File: src/hdl/uec_pkg.sv
// ----------------------------------------------------------------------------
// uec_pkg
// Shared types, constants and calendar functions for the Unix time to civil
// date converter.
// ----------------------------------------------------------------------------
package uec_pkg;

    localparam int unsigned SECS_W    = 32;
    localparam int unsigned REM_W     = 17;
    localparam int unsigned DAYS_W    = 16;
    localparam int unsigned YEAR_W    = 12;
    localparam int unsigned MONTH_W   = 4;
    localparam int unsigned MDAY_W    = 5;
    localparam int unsigned HOUR_W    = 5;
    localparam int unsigned MIN_W     = 6;
    localparam int unsigned SEC_W     = 6;
    localparam int unsigned OUT_W     = 40;

    localparam logic [YEAR_W-1:0]  BASE_YEAR     = 12'd1970;
    localparam logic [YEAR_W-1:0]  LAST_YEAR     = 12'd2106;
    localparam logic [YEAR_W-1:0]  CENTURY_NOLEAP = 12'd2100;
    localparam logic [MONTH_W-1:0] LAST_MONTH    = 4'd11;
    localparam logic [MONTH_W-1:0] FEBRUARY      = 4'd1;

    // divide by the odd part of each length after dropping its power of two
    localparam logic [9:0]  DAY_ODD    = 10'd675;       // 86400 = 675 << 7
    localparam logic [25:0] DAY_RECIP  = 26'd50903317;  // ceil(2^35 / 675)
    localparam logic [7:0]  HOUR_ODD   = 8'd225;        // 3600 = 225 << 4
    localparam logic [13:0] HOUR_RECIP = 14'd9321;      // ceil(2^21 / 225)
    localparam logic [3:0]  MIN_ODD    = 4'd15;         // 60 = 15 << 2
    localparam logic [11:0] MIN_RECIP  = 12'd2185;      // ceil(2^15 / 15)

    typedef enum logic [1:0] {
        DIV_DAY,
        DIV_HOUR,
        DIV_MIN
    } div_sel_t;

    typedef enum logic [3:0] {
        ST_IDLE,
        ST_DAYS,
        ST_LD_HOUR,
        ST_HOURS,
        ST_LD_MIN,
        ST_MINS,
        ST_CAL_INIT,
        ST_YEARS,
        ST_MONTHS,
        ST_EMIT
    } state_t;

    typedef struct packed {
        logic     div_load;
        logic     div_step;
        div_sel_t div_sel;
        logic     cal_init;
        logic     year_step;
        logic     month_step;
        logic     emit;
    } cmd_t;

    typedef struct packed {
        logic year_done;
        logic month_done;
        logic out_stall;
    } status_t;

    // years 1970..2106 only: of the century years, 2000 is leap, 2100 is not
    function automatic logic is_leap(input logic [YEAR_W-1:0] y);
        return (y[1:0] == 2'd0) && (y != CENTURY_NOLEAP);
    endfunction

    function automatic logic [8:0] year_len(input logic leap);
        return leap ? 9'd366 : 9'd365;
    endfunction

    function automatic logic [MDAY_W-1:0] month_len(input logic [MONTH_W-1:0] m,
                                                    input logic leap);
        logic [MDAY_W-1:0] len;
        unique case (m)
            FEBRUARY:            len = leap ? 5'd29 : 5'd28;
            4'd3, 4'd5, 4'd8,
            4'd10:               len = 5'd30;
            default:             len = 5'd31;
        endcase
        return len;
    endfunction

endpackage

File: src/hdl/uec_ctrl.sv
// ----------------------------------------------------------------------------
// uec_ctrl
// Sequencer: runs the three division passes (quotient, then remainder), the
// year walk, the month walk and the hand-off to the output register.
// ----------------------------------------------------------------------------
module uec_ctrl (
    input  logic             aclk,
    input  logic             aresetn,
    input  logic             in_valid,
    output logic             in_ready,
    input  uec_pkg::status_t status,
    output uec_pkg::cmd_t    cmd
);
    import uec_pkg::*;

    state_t            state_reg, state_next;

    always_ff @(posedge aclk) begin
        if (!aresetn) begin
            state_reg <= ST_IDLE;
        end else begin
            state_reg <= state_next;
        end
    end

    always_comb begin
        state_next     = state_reg;
        in_ready       = 1'b0;
        cmd            = '0;
        cmd.div_sel    = DIV_DAY;
        unique case (state_reg)
            ST_IDLE: begin
                in_ready = 1'b1;
                if (in_valid) begin
                    cmd.div_load = 1'b1;
                    state_next   = ST_DAYS;
                end
            end
            ST_DAYS: begin
                cmd.div_step = 1'b1;
                state_next   = ST_LD_HOUR;
            end
            ST_LD_HOUR: begin
                cmd.div_load = 1'b1;
                cmd.div_sel  = DIV_HOUR;
                state_next   = ST_HOURS;
            end
            ST_HOURS: begin
                cmd.div_step = 1'b1;
                cmd.div_sel  = DIV_HOUR;
                state_next   = ST_LD_MIN;
            end
            ST_LD_MIN: begin
                cmd.div_load = 1'b1;
                cmd.div_sel  = DIV_MIN;
                state_next   = ST_MINS;
            end
            ST_MINS: begin
                cmd.div_step = 1'b1;
                cmd.div_sel  = DIV_MIN;
                state_next   = ST_CAL_INIT;
            end
            ST_CAL_INIT: begin
                cmd.cal_init = 1'b1;
                state_next   = ST_YEARS;
            end
            ST_YEARS: begin
                if (status.year_done) state_next = ST_MONTHS;
                else cmd.year_step = 1'b1;
            end
            ST_MONTHS: begin
                if (status.month_done) state_next = ST_EMIT;
                else cmd.month_step = 1'b1;
            end
            ST_EMIT: begin
                if (!status.out_stall) begin
                    cmd.emit   = 1'b1;
                    state_next = ST_IDLE;
                end
            end
            default: state_next = ST_IDLE;
        endcase
    end

    a_one_cmd: assert property (@(posedge aclk) disable iff (!aresetn)
        $onehot0({cmd.div_load, cmd.div_step, cmd.cal_init,
                  cmd.year_step, cmd.month_step, cmd.emit}))
        else $error("uec_ctrl: more than one datapath command");

    a_emit_free: assert property (@(posedge aclk) disable iff (!aresetn)
        cmd.emit |-> !status.out_stall)
        else $error("uec_ctrl: result loaded over a stalled transfer");

    a_load_idle: assert property (@(posedge aclk) disable iff (!aresetn)
        (cmd.div_load && cmd.div_sel == DIV_DAY) |-> in_ready && in_valid)
        else $error("uec_ctrl: day pass started without an input transfer");

endmodule

File: src/hdl/uec_dp.sv
// ----------------------------------------------------------------------------
// uec_dp
// Datapath: reciprocal-multiply division by the day, hour and minute
// lengths, year and month walk, output register.
// ----------------------------------------------------------------------------
module uec_dp (
    input  logic                      aclk,
    input  logic                      aresetn,
    input  logic [uec_pkg::SECS_W-1:0] secs_in,
    input  uec_pkg::cmd_t             cmd,
    output uec_pkg::status_t          status,
    output logic                      out_valid,
    input  logic                      out_ready,
    output logic [uec_pkg::OUT_W-1:0] out_data
);
    import uec_pkg::*;

    logic [SECS_W-1:0]  num_reg, num_next;
    logic [REM_W-1:0]   rem_reg, rem_next;
    logic [DAYS_W-1:0]  days_reg, days_next;
    logic [YEAR_W-1:0]  year_reg, year_next;
    logic [MONTH_W-1:0] month_reg, month_next;
    logic [HOUR_W-1:0]  hour_reg, hour_next;
    logic [MIN_W-1:0]   minute_reg, minute_next;
    logic [SEC_W-1:0]   second_reg, second_next;
    logic               out_valid_reg, out_valid_next;
    logic [OUT_W-1:0]   out_data_reg, out_data_next;

    logic [24:0]        day_num;
    logic [50:0]        day_prod;
    logic [24:0]        day_back;
    logic [24:0]        day_left;
    logic [12:0]        hour_num;
    logic [26:0]        hour_prod;
    logic [12:0]        hour_back;
    logic [12:0]        hour_left;
    logic [9:0]         min_num;
    logic [21:0]        min_prod;
    logic [9:0]         min_back;
    logic [9:0]         min_left;
    logic               leap;
    logic [8:0]         ylen;
    logic [MDAY_W-1:0]  mlen;

    assign day_num   = num_reg[SECS_W-1:7];
    assign day_prod  = {26'd0, day_num} * {25'd0, DAY_RECIP};
    assign day_back  = {9'd0, days_reg} * {15'd0, DAY_ODD};
    assign day_left  = day_num - day_back;

    assign hour_num  = rem_reg[REM_W-1:4];
    assign hour_prod = {14'd0, hour_num} * {13'd0, HOUR_RECIP};
    assign hour_back = {8'd0, hour_reg} * {5'd0, HOUR_ODD};
    assign hour_left = hour_num - hour_back;

    assign min_num   = rem_reg[11:2];
    assign min_prod  = {12'd0, min_num} * {10'd0, MIN_RECIP};
    assign min_back  = {4'd0, minute_reg} * {6'd0, MIN_ODD};
    assign min_left  = min_num - min_back;

    assign leap  = is_leap(year_reg);
    assign ylen  = year_len(leap);
    assign mlen  = month_len(month_reg, leap);

    assign status.year_done  = (days_reg < {7'd0, ylen});
    assign status.month_done = (month_reg == LAST_MONTH) ||
                               (days_reg < {11'd0, mlen});
    assign status.out_stall  = out_valid_reg && !out_ready;

    always_comb begin
        num_next       = num_reg;
        rem_next       = rem_reg;
        days_next      = days_reg;
        year_next      = year_reg;
        month_next     = month_reg;
        hour_next      = hour_reg;
        minute_next    = minute_reg;
        second_next    = second_reg;
        out_data_next  = out_data_reg;
        out_valid_next = out_valid_reg && !out_ready;

        if (cmd.div_load) begin
            unique case (cmd.div_sel)
                DIV_HOUR: rem_next = {day_left[9:0], num_reg[6:0]};
                DIV_MIN:  rem_next = {5'd0, hour_left[7:0], rem_reg[3:0]};
                default:  num_next = secs_in;
            endcase
        end
        if (cmd.div_step) begin
            unique case (cmd.div_sel)
                DIV_HOUR: hour_next   = hour_prod[25:21];
                DIV_MIN:  minute_next = min_prod[20:15];
                default:  days_next   = day_prod[50:35];
            endcase
        end
        if (cmd.cal_init) begin
            second_next = {min_left[3:0], rem_reg[1:0]};
            year_next   = BASE_YEAR;
            month_next  = '0;
        end
        if (cmd.year_step) begin
            days_next = days_reg - {7'd0, ylen};
            year_next = year_reg + 12'd1;
        end
        if (cmd.month_step) begin
            days_next  = days_reg - {11'd0, mlen};
            month_next = month_reg + 4'd1;
        end
        if (cmd.emit) begin
            out_valid_next = 1'b1;
            out_data_next  = {2'd0, second_reg, minute_reg, hour_reg,
                              days_reg[MDAY_W-1:0] + 5'd1,
                              month_reg + 4'd1, year_reg};
        end
    end

    always_ff @(posedge aclk) begin
        if (!aresetn) out_valid_reg <= 1'b0;
        else          out_valid_reg <= out_valid_next;
    end

    always_ff @(posedge aclk) begin
        num_reg      <= num_next;
        rem_reg      <= rem_next;
        days_reg     <= days_next;
        year_reg     <= year_next;
        month_reg    <= month_next;
        hour_reg     <= hour_next;
        minute_reg   <= minute_next;
        second_reg   <= second_next;
        out_data_reg <= out_data_next;
    end

    assign out_valid = out_valid_reg;
    assign out_data  = out_data_reg;

    a_year_range: assert property (@(posedge aclk) disable iff (!aresetn)
        cmd.year_step |-> (year_reg >= BASE_YEAR) && (year_reg < LAST_YEAR))
        else $error("uec_dp: year walk out of range");

    a_month_range: assert property (@(posedge aclk) disable iff (!aresetn)
        cmd.month_step |-> month_reg < LAST_MONTH)
        else $error("uec_dp: month walk past December");

    a_mday_range: assert property (@(posedge aclk) disable iff (!aresetn)
        cmd.emit |-> days_reg < 16'd31)
        else $error("uec_dp: day of month out of range");

endmodule

File: src/hdl/unix_epoch_to_calendar.sv
// ----------------------------------------------------------------------------
// unix_epoch_to_calendar
// Converts a 32-bit Unix time in seconds to UTC year, month, day, hour,
// minute and second.
//
//   channel  direction  tdata fields (lsb first)
//   s_       in         epoch_seconds[31:0]
//   m_       out        year[11:0] month[15:12] day[20:16] hour[25:21]
//                       minute[31:26] second[37:32], zero pad [39:38]
//
// One item at a time: after an input transfer the sequencer walks Y years
// and M months, Y = whole years since 1970 (0..136), M = month index (0..11).
// Each constant division takes a reciprocal multiply and then a remainder
// step; the year walk and the month walk follow before the result is valid.
// A new input is taken while a finished result still waits on m_tready.
// Synchronous active-low reset clears the sequencer and m_tvalid.
// ----------------------------------------------------------------------------
module unix_epoch_to_calendar (
    input  logic        aclk,
    input  logic        aresetn,
    input  logic        s_tvalid,
    output logic        s_tready,
    input  logic [31:0] s_tdata,   // epoch_seconds
    output logic        m_tvalid,
    input  logic        m_tready,
    output logic [39:0] m_tdata    // year, month, day, hour, minute, second
);
    import uec_pkg::*;

    cmd_t    cmd;
    status_t status;

    uec_ctrl u_ctrl (
        .aclk     (aclk),
        .aresetn  (aresetn),
        .in_valid (s_tvalid),
        .in_ready (s_tready),
        .status   (status),
        .cmd      (cmd)
    );

    uec_dp u_dp (
        .aclk      (aclk),
        .aresetn   (aresetn),
        .secs_in   (s_tdata),
        .cmd       (cmd),
        .status    (status),
        .out_valid (m_tvalid),
        .out_ready (m_tready),
        .out_data  (m_tdata)
    );

endmodule
File: config.mk
export PLATFORM = sky130hd
export DESIGN_NAME = unix_epoch_to_calendar
export DESIGN_NICKNAME = d
export VERILOG_FILES = /design/src/hdl/uec_pkg.sv /design/src/hdl/uec_ctrl.sv /design/src/hdl/uec_dp.sv /design/src/hdl/unix_epoch_to_calendar.sv
export SDC_FILE = /design/constraint.sdc
export NUM_CORES = 1
export LEC_CHECK = 0
export BUFFER_PORTS_ARGS = -buffer_cell sky130_fd_sc_hd__buf_2
export CORE_MARGIN = 3
export CORE_UTILIZATION = 55
export DETAILED_ROUTE_END_ITERATION = 12
export PLACE_DENSITY = 0.81
export RECOVER_POWER = 100
export SLEW_MARGIN = 40
export SYNTH_ARGS = -nofsm -noshare
export SYNTH_HDL_FRONTEND = slang
export SYNTH_SLANG_ARGS = --single-unit
File: constraint.sdc
create_clock -name aclk -period 5.9 [get_ports aclk]
set_input_delay 0.59 -clock aclk [delete_from_list [all_inputs] [get_ports aclk]]
set_output_delay 0.59 -clock aclk [all_outputs]
set_load 0.01 [all_outputs]
Word level (Yosys, flattened, before mapping) --
Cells that the tools add are included.
Cells by class: multipliers 6, equal/unequal tests 23, muxes and demuxes 30, magnitude comparators 2, add/subtract/negate cells 8, bitwise gates (word level) 2, reduce and logical (&&, ||, !) cells 23
Operators by type and width (number):
- 2-to-1 mux 16 bit | 4
- multiplier 25 x 26 -> 51 bit (second input constant) | 1
- case mux 4 bit (10 select lines) | 1
- case mux 17 bit (2 select lines) | 1
- multiplier 13 x 14 -> 26 bit (second input constant) | 1
- 2-to-1 mux 12 bit | 2
- 2-to-1 mux 4 bit | 6
- multiplier 10 x 12 -> 21 bit (second input constant) | 1
- equality test 4 x 3 -> 1 bit (second input constant) | 5
- equality test 4 bit (second input constant) | 5
- < comparator 16 x 5 -> 1 bit | 1
- < comparator 16 x 9 -> 1 bit | 1
- multiplier 16 x 10 -> 10 bit (second input constant) | 1
- subtractor 16 x 5 -> 16 bit | 1
- subtractor 16 x 9 -> 16 bit | 1
- adder 12 x 1 -> 12 bit (second input constant) | 1
- equality test 4 x 2 -> 1 bit (second input constant) | 3
- 2-to-1 mux 1 bit | 12
- inequality test 12 bit (second input constant) | 1
- case mux 5 bit (2 select lines) | 1
- AND reduction 2 bit | 5
- subtractor 10 bit | 1
- equality test 4 x 1 -> 1 bit (second input constant) | 2
- multiplier 5 x 8 -> 8 bit (second input constant) | 1
- other kinds (25) | 35
Storage, ports and cells: output and inout bits 42, logic and storage cells 106, bits in registers 141

Logic depth before layout (Yosys ltp) --
Gate-level depths: netlist of run 1.
depth after elaboration 10, depth in mapped cells 24

Modules after synthesis --
From an unflattened synthesis of run 1, not the netlist that was laid out.
Second synthesis, totals: cells, all modules 2004, area, all modules 20840.0 µm²
By module, submodules not included:
- uec_dp | times used 1, cells each 1964, area an instance 20513.4 µm²
- uec_ctrl | times used 1, cells each 40, area an instance 326.6 µm²

Worst setup path after synthesis of run 1 --
Ideal clock, no wire load.
path kind register -> register, start register u_dp.num_reg[26], end register u_dp.days_reg[4], data pin, data arrival time 5.856 ns, slack -0.136 ns, clock period less this slack 6.036 ns, buffers on the path 0, stages on the path, launching flop included 21, cell sequence edfxtp_1 -> fa_1 -> ha_1 -> inv_1 -> fa_1 -> fa_1 -> inv_1 -> fa_1 -> inv_1 -> fa_1 -> inv_1 -> fa_1 -> ha_1 -> a21oi_1 -> o211ai_1 -> a2111oi_0 -> a211oi_1 -> o21ai_0 -> nand3_1 -> xnor2_1 -> a221oi_1
On the way: longest elaborated chain between the ends 5
RTL lines:
- start, declared | RTL line uec_dp.sv:18 | logic [SECS_W-1:0] num_reg, num_next;
- start signal, assigned | RTL line uec_dp.sv:122 | num_reg <= num_next;
- multiplier 25 x 26 -> 51 bit | RTL line uec_dp.sv:46 | assign day_prod = {26'd0, day_num} * {25'd0, DAY_RECIP};
- 2-to-1 mux 16 bit | RTL line uec_dp.sv:89 | unique case (cmd.div_sel)
- 2-to-1 mux 16 bit | RTL line uec_dp.sv:88 | if (cmd.div_step) begin
- 2-to-1 mux 16 bit | RTL line uec_dp.sv:100 | if (cmd.year_step) begin
- 2-to-1 mux 16 bit | RTL line uec_dp.sv:104 | if (cmd.month_step) begin
- named net u_dp.days_next[4] | RTL line uec_dp.sv:20 | logic [DAYS_W-1:0] days_reg, days_next;
- end signal, assigned | RTL line uec_dp.sv:124 | days_reg <= days_next;
- end, declared | RTL line uec_dp.sv:20
The timed path passes the listed nets, and every way through them passes these cells. The select of a mux whose other input is x is not followed. A chain may end at the register's enable or synchronous reset.

Worst setup path after layout of run 1 --
start register u_dp.num_reg[18], end register u_dp.days_reg[2], data pin
Same word-level chain as after synthesis.

==> results of run 1 <==
-- Yosys cell counts (all sizes together), types with 3 or more instances --
cell type | instances | area (um2)
o21ai | 56 | 280
nor2 | 63 | 236
xnor2 | 62 | 543
and3 | 8 | 50.1
buf | 8 | 47.5
o211ai | 7 | 52.6
o41ai | 4 | 35.0
nand2b | 4 | 25.0
o211a | 3 | 30.0
a221o | 3 | 30.0
a22oi | 3 | 22.5
dfxtp | 5 | 100
ha | 478 | 5980
fa | 237 | 4740
nand2 | 65 | 244
a2111oi | 5 | 43.8
o31ai | 4 | 43.8
o221ai | 4 | 35.0
nor3b | 3 | 22.5
o2111ai | 4 | 35.0
a21oi | 79 | 395
inv | 516 | 1940
edfxtp | 136 | 4080
nor3 | 21 | 105
nand3 | 21 | 105
a21boi | 4 | 30.0
nand3b | 4 | 30.0
o21bai | 12 | 93.8
clkbuf | 14 | 52.6
a41oi | 3 | 26.3
o21a | 13 | 97.6
a31oi | 6 | 37.5
a221oi | 7 | 61.3
o22ai | 6 | 37.5
mux2 | 3 | 33.8
or3 | 5 | 36.3
and2 | 13 | 81.3
a21o | 18 | 135
a211oi | 10 | 75.1
xor2 | 21 | 184
nor2b | 16 | 100
nand4 | 13 | 81.3
-- worst max-delay path, cell delays in order (launching register included) --
cell and delay [ns]:
edfxtp_1 0.42, buf_6 0.14, fa_1 0.52, ha_1 0.33
inv_2 0.04, fa_1 0.49, inv_1 0.05, fa_1 0.48
inv_1 0.05, fa_1 0.51, fa_1 0.46, fa_1 0.57
inv_2 0.06, ha_4 0.28, nand4_1 0.22, a21oi_2 0.17
a211oi_1 0.08, buf_4 0.16, nor2_1 0.36, nor2_2 0.11
o21ai_2 0.17, xnor2_2 0.13, o22ai_1 0.10
-- cell type report --
cell class	instances	area, um2	area share (%)
clock buffers	17	425	1.76
clock inverters	15	173	0.715
inverters	516	1940	8.03
multi-input cells	1310	15100	62.7
flip-flops and latches	141	4180	17.3
well taps	468	586	2.43
repair buffers	255	1690	7.02
-- routing by layer --
layer  share of wire [%]  global-route usage (%)  vias up  wire (um)
met3                 5.0                    3.96      142       2550
li1                    -                       -     7066          -
met1                  41                    32.2     7403      21000
met2                  50                    47.5      501      25700
met4                 4.1                    10.7        0       2130
met5                   0                       0        -          0
-- through the flow --
stage	instance area, um2	std cells	TNS [ns]	hold WS [ns]
after floorplan	20600	1989	-0.00896	0.400
after global placement	22700	2663	-3.91	0.401
after global routing	24100	2722	-6.05	0.291
final	24100	2722	-3.00	0.303
after detailed placement	22700	2663	-5.49	0.407
after CTS	24000	2715	-0.848	0.280
-- cell families after synthesis --
| logic type | share of synthesized area, % |
|---|---|
| mux | 0.212 |
| buf+inv | 9.88 |
| compound gates | 8.20 |
| xor+xnor | 3.53 |
| other cells | 0.0182 |
| flops | 20.3 |
| fa+ha+maj | 52.0 |
| simple gates | 5.80 |
-- path summary, 6_finish.rpt --
path,cells after the start,endpoint,slack (ns)
hold reg to reg,0,u_dp.out_data[35],0.42
setup / recovery,22,u_dp.days_reg[2],-0.29
hold / removal,1,u_dp.num_reg[9],0.30
setup reg to reg,22,u_dp.days_reg[2],-0.29
-- what timing repair did --
item / CTS / global route
setup buffers: 22 / 7
gates cloned: 0 / 0
setup endpoints to repair: 16 / 16
pin swaps: 75 / 47
gates resized for setup: 102 / 47
==> metrics.md, run 1 <==
| Metric | Value |
|---|---|
| Overflow after GRT | `0` |
| Clk Latency, worst-skew pair | `0.46 ns` |
| Post-DP HPWL | `41700 um` |
| Fmax | `0.162 GHz` |
| Slew @ Worst Pin | `2.57 ns` |
| Die Width | `200 um` |
| Clock Skews | `0.00939 ns` |
| Rows | `70` |
| Mapped Area | `20600 um2` |
| Final wirelength | `51400 um` |
| CTS tree | `built` |
| Number of synthesis warnings | `0` |
| Die Height | `200 um` |
| CTS max path bufs | `2` |
| Detail Route Antenna Nets | `0` |
| Most used DFF post-synth | `edfxtp_1` |
| Layout cell share with drive strength beyond 1 | `15.9%` |
| Setup CP Type | `reg2reg` |
| Critical path required time | `6.07 ns` |
| Worst setup EP type | `register` |
| Final min period | `6.19 ns` |
| First-pass GRT wire length | `82600 um` |
| Total GRT Usage | `26.6%` |
| DRC | `0` |
| Initial antenna violation count | `0` |
| Largest register FFs | `38` |
| Setup slack after layout | `-0.290 ns` |
| Via count | `15100` |
| Worst Hold Class | `in2reg` |
| Violated checks | `max-capacitance violations, max-slew violations, negative setup slack` |
| Pin count of the biggest net entering global routing | `39` |
| Clock buffer count from CTS | `17` |
| Hold Path Origin | `s_tdata[9]` |
| Reg-to-Reg Start | `u_dp.num_reg[18]` |
| Post-synthesis register bit count | `141` |
| Vias in the first global route | `16500` |
| CTS Root Cell | `clkbuf_16` |
| # IOs | `78` |
| Worst setup startpoint | `u_dp.num_reg[18]` |
| Placer Congestion | `1.06` |
| Normalized max-slew margin | `-71.6%` |
| Num Clock Sinks | `141` |
| Worst Path Arrival | `6.36 ns` |
| Post-CTS Hold Fix Bufs | `0` |
| Fillers | `2709` |
| Outcome | `finished, violations left` |
| Layout area overhead | `17.1%` |
| Post-synth EDFFs | `136` |
| Register area share after synthesis | `20.3%` |
| DIE AREA | `39800 um2` |
| Starting density of the core | `56.0%` |
| Slew Viols, Final | `72` |
| WL per Instance | `18.9 um` |
| H-tree depth | `4` |
| Final Util | `65.6%` |
| Nets | `2992` |
| Post-Syn Instances | `1988` |
| Final period util | `105%` |
| DRT iter0 DRCs | `979` |
| Setup Slack @ Placement | `-0.511 ns` |
| Core Box Area | `36800 um2` |
| Syn Area/Cell | `10.4 um2` |
| Port-buffer cells | `75` |
| Max-cap check violation count | `2` |
| Antenna fix cells | `0` |
| CP max FO | `4` |
| Via density | `5.55` |
| Most frequent cells in the layout | `498 x inv_1, 440 x ha_1, 229 x fa_1` |
| Count of unique library cells instantiated by Yosys | `66` |
| DR pass1 iterations | `7` |
| Startpoint types | `register` |
| Final Hold Fails | `0` |
| Most common cell after layout, fill and taps aside | `inv_1` |
| Asr flop ratio synth | `0%` |
| Setup violators final | `16` |
| Clk slew on worst S/H paths | `0.08 ns` |
| RSZ-0062 raised after global routing | `yes` |
Power of run 1 is not shown: default switching activity piles up to over one toggle a cycle in this logic, so the estimate is an artifact.
==> run 2, diff against run 1 <==
Settings changed: ABC_AREA set to 1.
==> metrics.md, run 2 <==
| Metric | Value |
|---|---|
| WL per Instance | `17.4 um` |
| Setup slack after layout | `0.143 ns` |
| Largest register FFs | `38` |
| Via density | `5.31` |
| Most frequent CP cell | `fa_1` |
| Total GRT Usage | `27.2%` |
| Startpoint types | `register` |
| Layout cell share with drive strength beyond 1 | `8.19%` |
| Most used DFF post-synth | `edfxtp_1` |
| Num Clock Sinks | `141` |
| Final Non-Filler Cells | `3451` |
| DRC | `0` |
| CTS max path bufs | `2` |
| Pin count of the biggest net entering global routing | `30` |
| DR pass1 iterations | `6` |
| Final period util | `97.6%` |
| Buf/Inv on CP | `6` |
| Setup Slack @ Placement | `-0.0164 ns` |
| Multi-input gate area | `16200 um2` |
| Clock Skews | `0.0183 ns` |
| Final wirelength | `59900 um` |
| Post-CTS Hold Fix Bufs | `0` |
| Max-cap check violation count | `1` |
| Post-synth EDFFs | `136` |
| Worst Hold Class | `in2reg` |
| Clock buffer count from CTS | `17` |
| Asr flop ratio synth | `0%` |
| Port-buffer cells | `75` |
| Rows | `74` |
| Number of synthesis warnings | `0` |
| Crit path cell chain | `fa_1, inv_1, fa_1, inv_1, ha_1, fa_1, inv_1, fa_1, fa_1, inv_1, fa_2, ha_4, nand2_2, nor2_1, buf_4, inv_2, nor2_2, nand2_1, nor2_1, nand2_1, nand3_1, nand2_1, nand3_1, a21oi_1` |
| Syn Area/Cell | `8.36 um2` |
| Commonest cells post-synth | `795 x inv_1, 530 x nand2_1, 478 x ha_1` |
| Setup CP Type | `reg2reg` |
| CTS Root Cell | `clkbuf_16` |
| Worst setup EP type | `register` |
| Clk slew on worst S/H paths | `0.08 ns` |
| Initial antenna violation count | `0` |
| Placer Congestion | `1.01` |
| Placed cells | `3409` |
| Leading area contributor after synthesis | `ha_1` |
| Die Width | `211 um` |
| Violated checks | `max-capacitance violations, max-slew violations` |
| Final min period | `5.76 ns` |
| Starting density of the core | `56.1%` |
| Detail Route Antenna Nets | `0` |
| DRT iter0 DRCs | `1435` |
| Setup TNS | `0 ns` |
| Nets | `3657` |
| Vias in the first global route | `19000` |
| Post-DP HPWL | `50200 um` |
| Most frequent cells in the layout | `789 x inv_1, 515 x nand2_1, 455 x ha_1` |
| Die Height | `211 um` |
| Slew @ Worst Pin | `2.01 ns` |
| Post-synthesis register bit count | `141` |
| RSZ-0062 raised after global routing | `yes` |
| Top-count cell post-synth | `inv_1` |
| Antenna fix cells | `0` |
| CP top delay family | `adder cells` |
| Fillers | `3395` |
| Layout area overhead | `10.5%` |
| DIE AREA | `44400 um2` |
| Worst Path Arrival | `5.98 ns` |
| Post-route cell area | `25500 um2` |
| Outcome | `finished, violations left` |
| H-tree depth | `4` |
| CTS tree | `built` |
| Register area | `4180 um2` |
| Count of unique library cells instantiated by Yosys | `45` |
| First-pass GRT wire length | `94100 um` |
| Slew Viols, Final | `22` |
| CP max FO | `5` |
| Normalized max-slew margin | `-34.2%` |
| Setup violators final | `0` |
| Synth top area share | `25.9%` |
| Worst path max stage delay | `0.57 ns` |
| Via count | `18300` |
| Most common cell after layout, fill and taps aside | `inv_1` |
| Final Hold Fails | `0` |
| Ranking of synthesized cells by area | `ha_1 26%, fa_1 21%, edfxtp_1 18%` |
| Fmax | `0.174 GHz` |
| Core Box Area | `41100 um2` |
| Slowest library cell on the worst path | `fa_1` |
| Register area share after synthesis | `18.1%` |
| # IOs | `78` |
| Mapped Area | `23100 um2` |
| Clk Latency, worst-skew pair | `0.49 ns` |
| DP Area | `24500 um2` |
| Critical path required time | `6.13 ns` |
| Overflow after GRT | `0` |
| Post-Syn Instances | `2760` |
run 2: final timing paths:
check / to / slack, ns / cells after the start / from
worst max-delay path: u_dp.days_reg[9] / 0.14 / 24 / u_dp.num_reg[13]
worst min register to register: u_dp.second_reg[0] / 0.41 / 0 / u_dp.rem_reg[0]
worst max register to register: u_dp.days_reg[9] / 0.14 / 24 / u_dp.num_reg[13]
worst min-delay path: u_dp.num_reg[8] / 0.27 / 1 / s_tdata[8]
run 2: logic make-up after synthesis:
| kind of cell | Yosys count | share of synthesized area [%] |
|---|---|---|
| mux | 1 | 0.0488 |
| buf+inv | 816 | 13.5 |
| compound gates | 165 | 3.93 |
| other cells | 1 | 0.0163 |
| flops | 141 | 18.1 |
| simple gates | 858 | 15.4 |
| xor+xnor | 63 | 2.45 |
| fa+ha+maj | 715 | 46.5 |
run 2: worst reg2reg max path: stages, from the launching register on:
cell	delay, ns
edfxtp_1	0.53
fa_1	0.57
inv_1	0.05
fa_1	0.47
inv_1	0.04
ha_1	0.30
fa_1	0.51
inv_1	0.05
fa_1	0.47
fa_1	0.54
inv_1	0.05
fa_2	0.47
ha_4	0.31
nand2_2	0.07
nor2_1	0.11
buf_4	0.12
inv_2	0.06
nor2_2	0.14
nand2_1	0.08
nor2_1	0.10
nand2_1	0.09
nand3_1	0.10
nand2_1	0.05
nand3_1	0.11
a21oi_1	0.09
run 2: area by class of cell:
cell class                      count  share of cell area (%)
Inverter                          801                    11.8
Clock buffer                       17                    1.67
Multi-Input combinational cell   1804                    63.6
Tap cell                          532                    2.61
Sequential cell                   141                    16.4
Timing Repair Buffer              141                    3.24
Clock inverter                     15                   0.697
run 2: metrics by stage:
step | hold slack, ns | util [%]
3_3_place_gp | 0.403 | 59.4
5_1_grt | 0.254 | 62.0
3_5_place_dp | 0.405 | 59.6
4_1_cts | 0.244 | 61.1
6_report | 0.272 | 62.0
2_1_floorplan | 0.400 | -
run 2: layer usage:
metal	share of wire, %	global-route usage, %	wire, um
met4	4.3	11.6	2550
met1	40	32.6	23800
met2	50	48.6	30100
met3	5.7	4.25	3430
met5	0	0	0
run 2: timing repair:
action                                 in CTS  in global routing
pin swaps                                   0                 35
setup endpoints to repair                   1                 16
resized for setup                           1                102
endpoints found under the hold margin       0                  0
setup buffers                               0                 10
Power of run 2 is left out for the same reason.
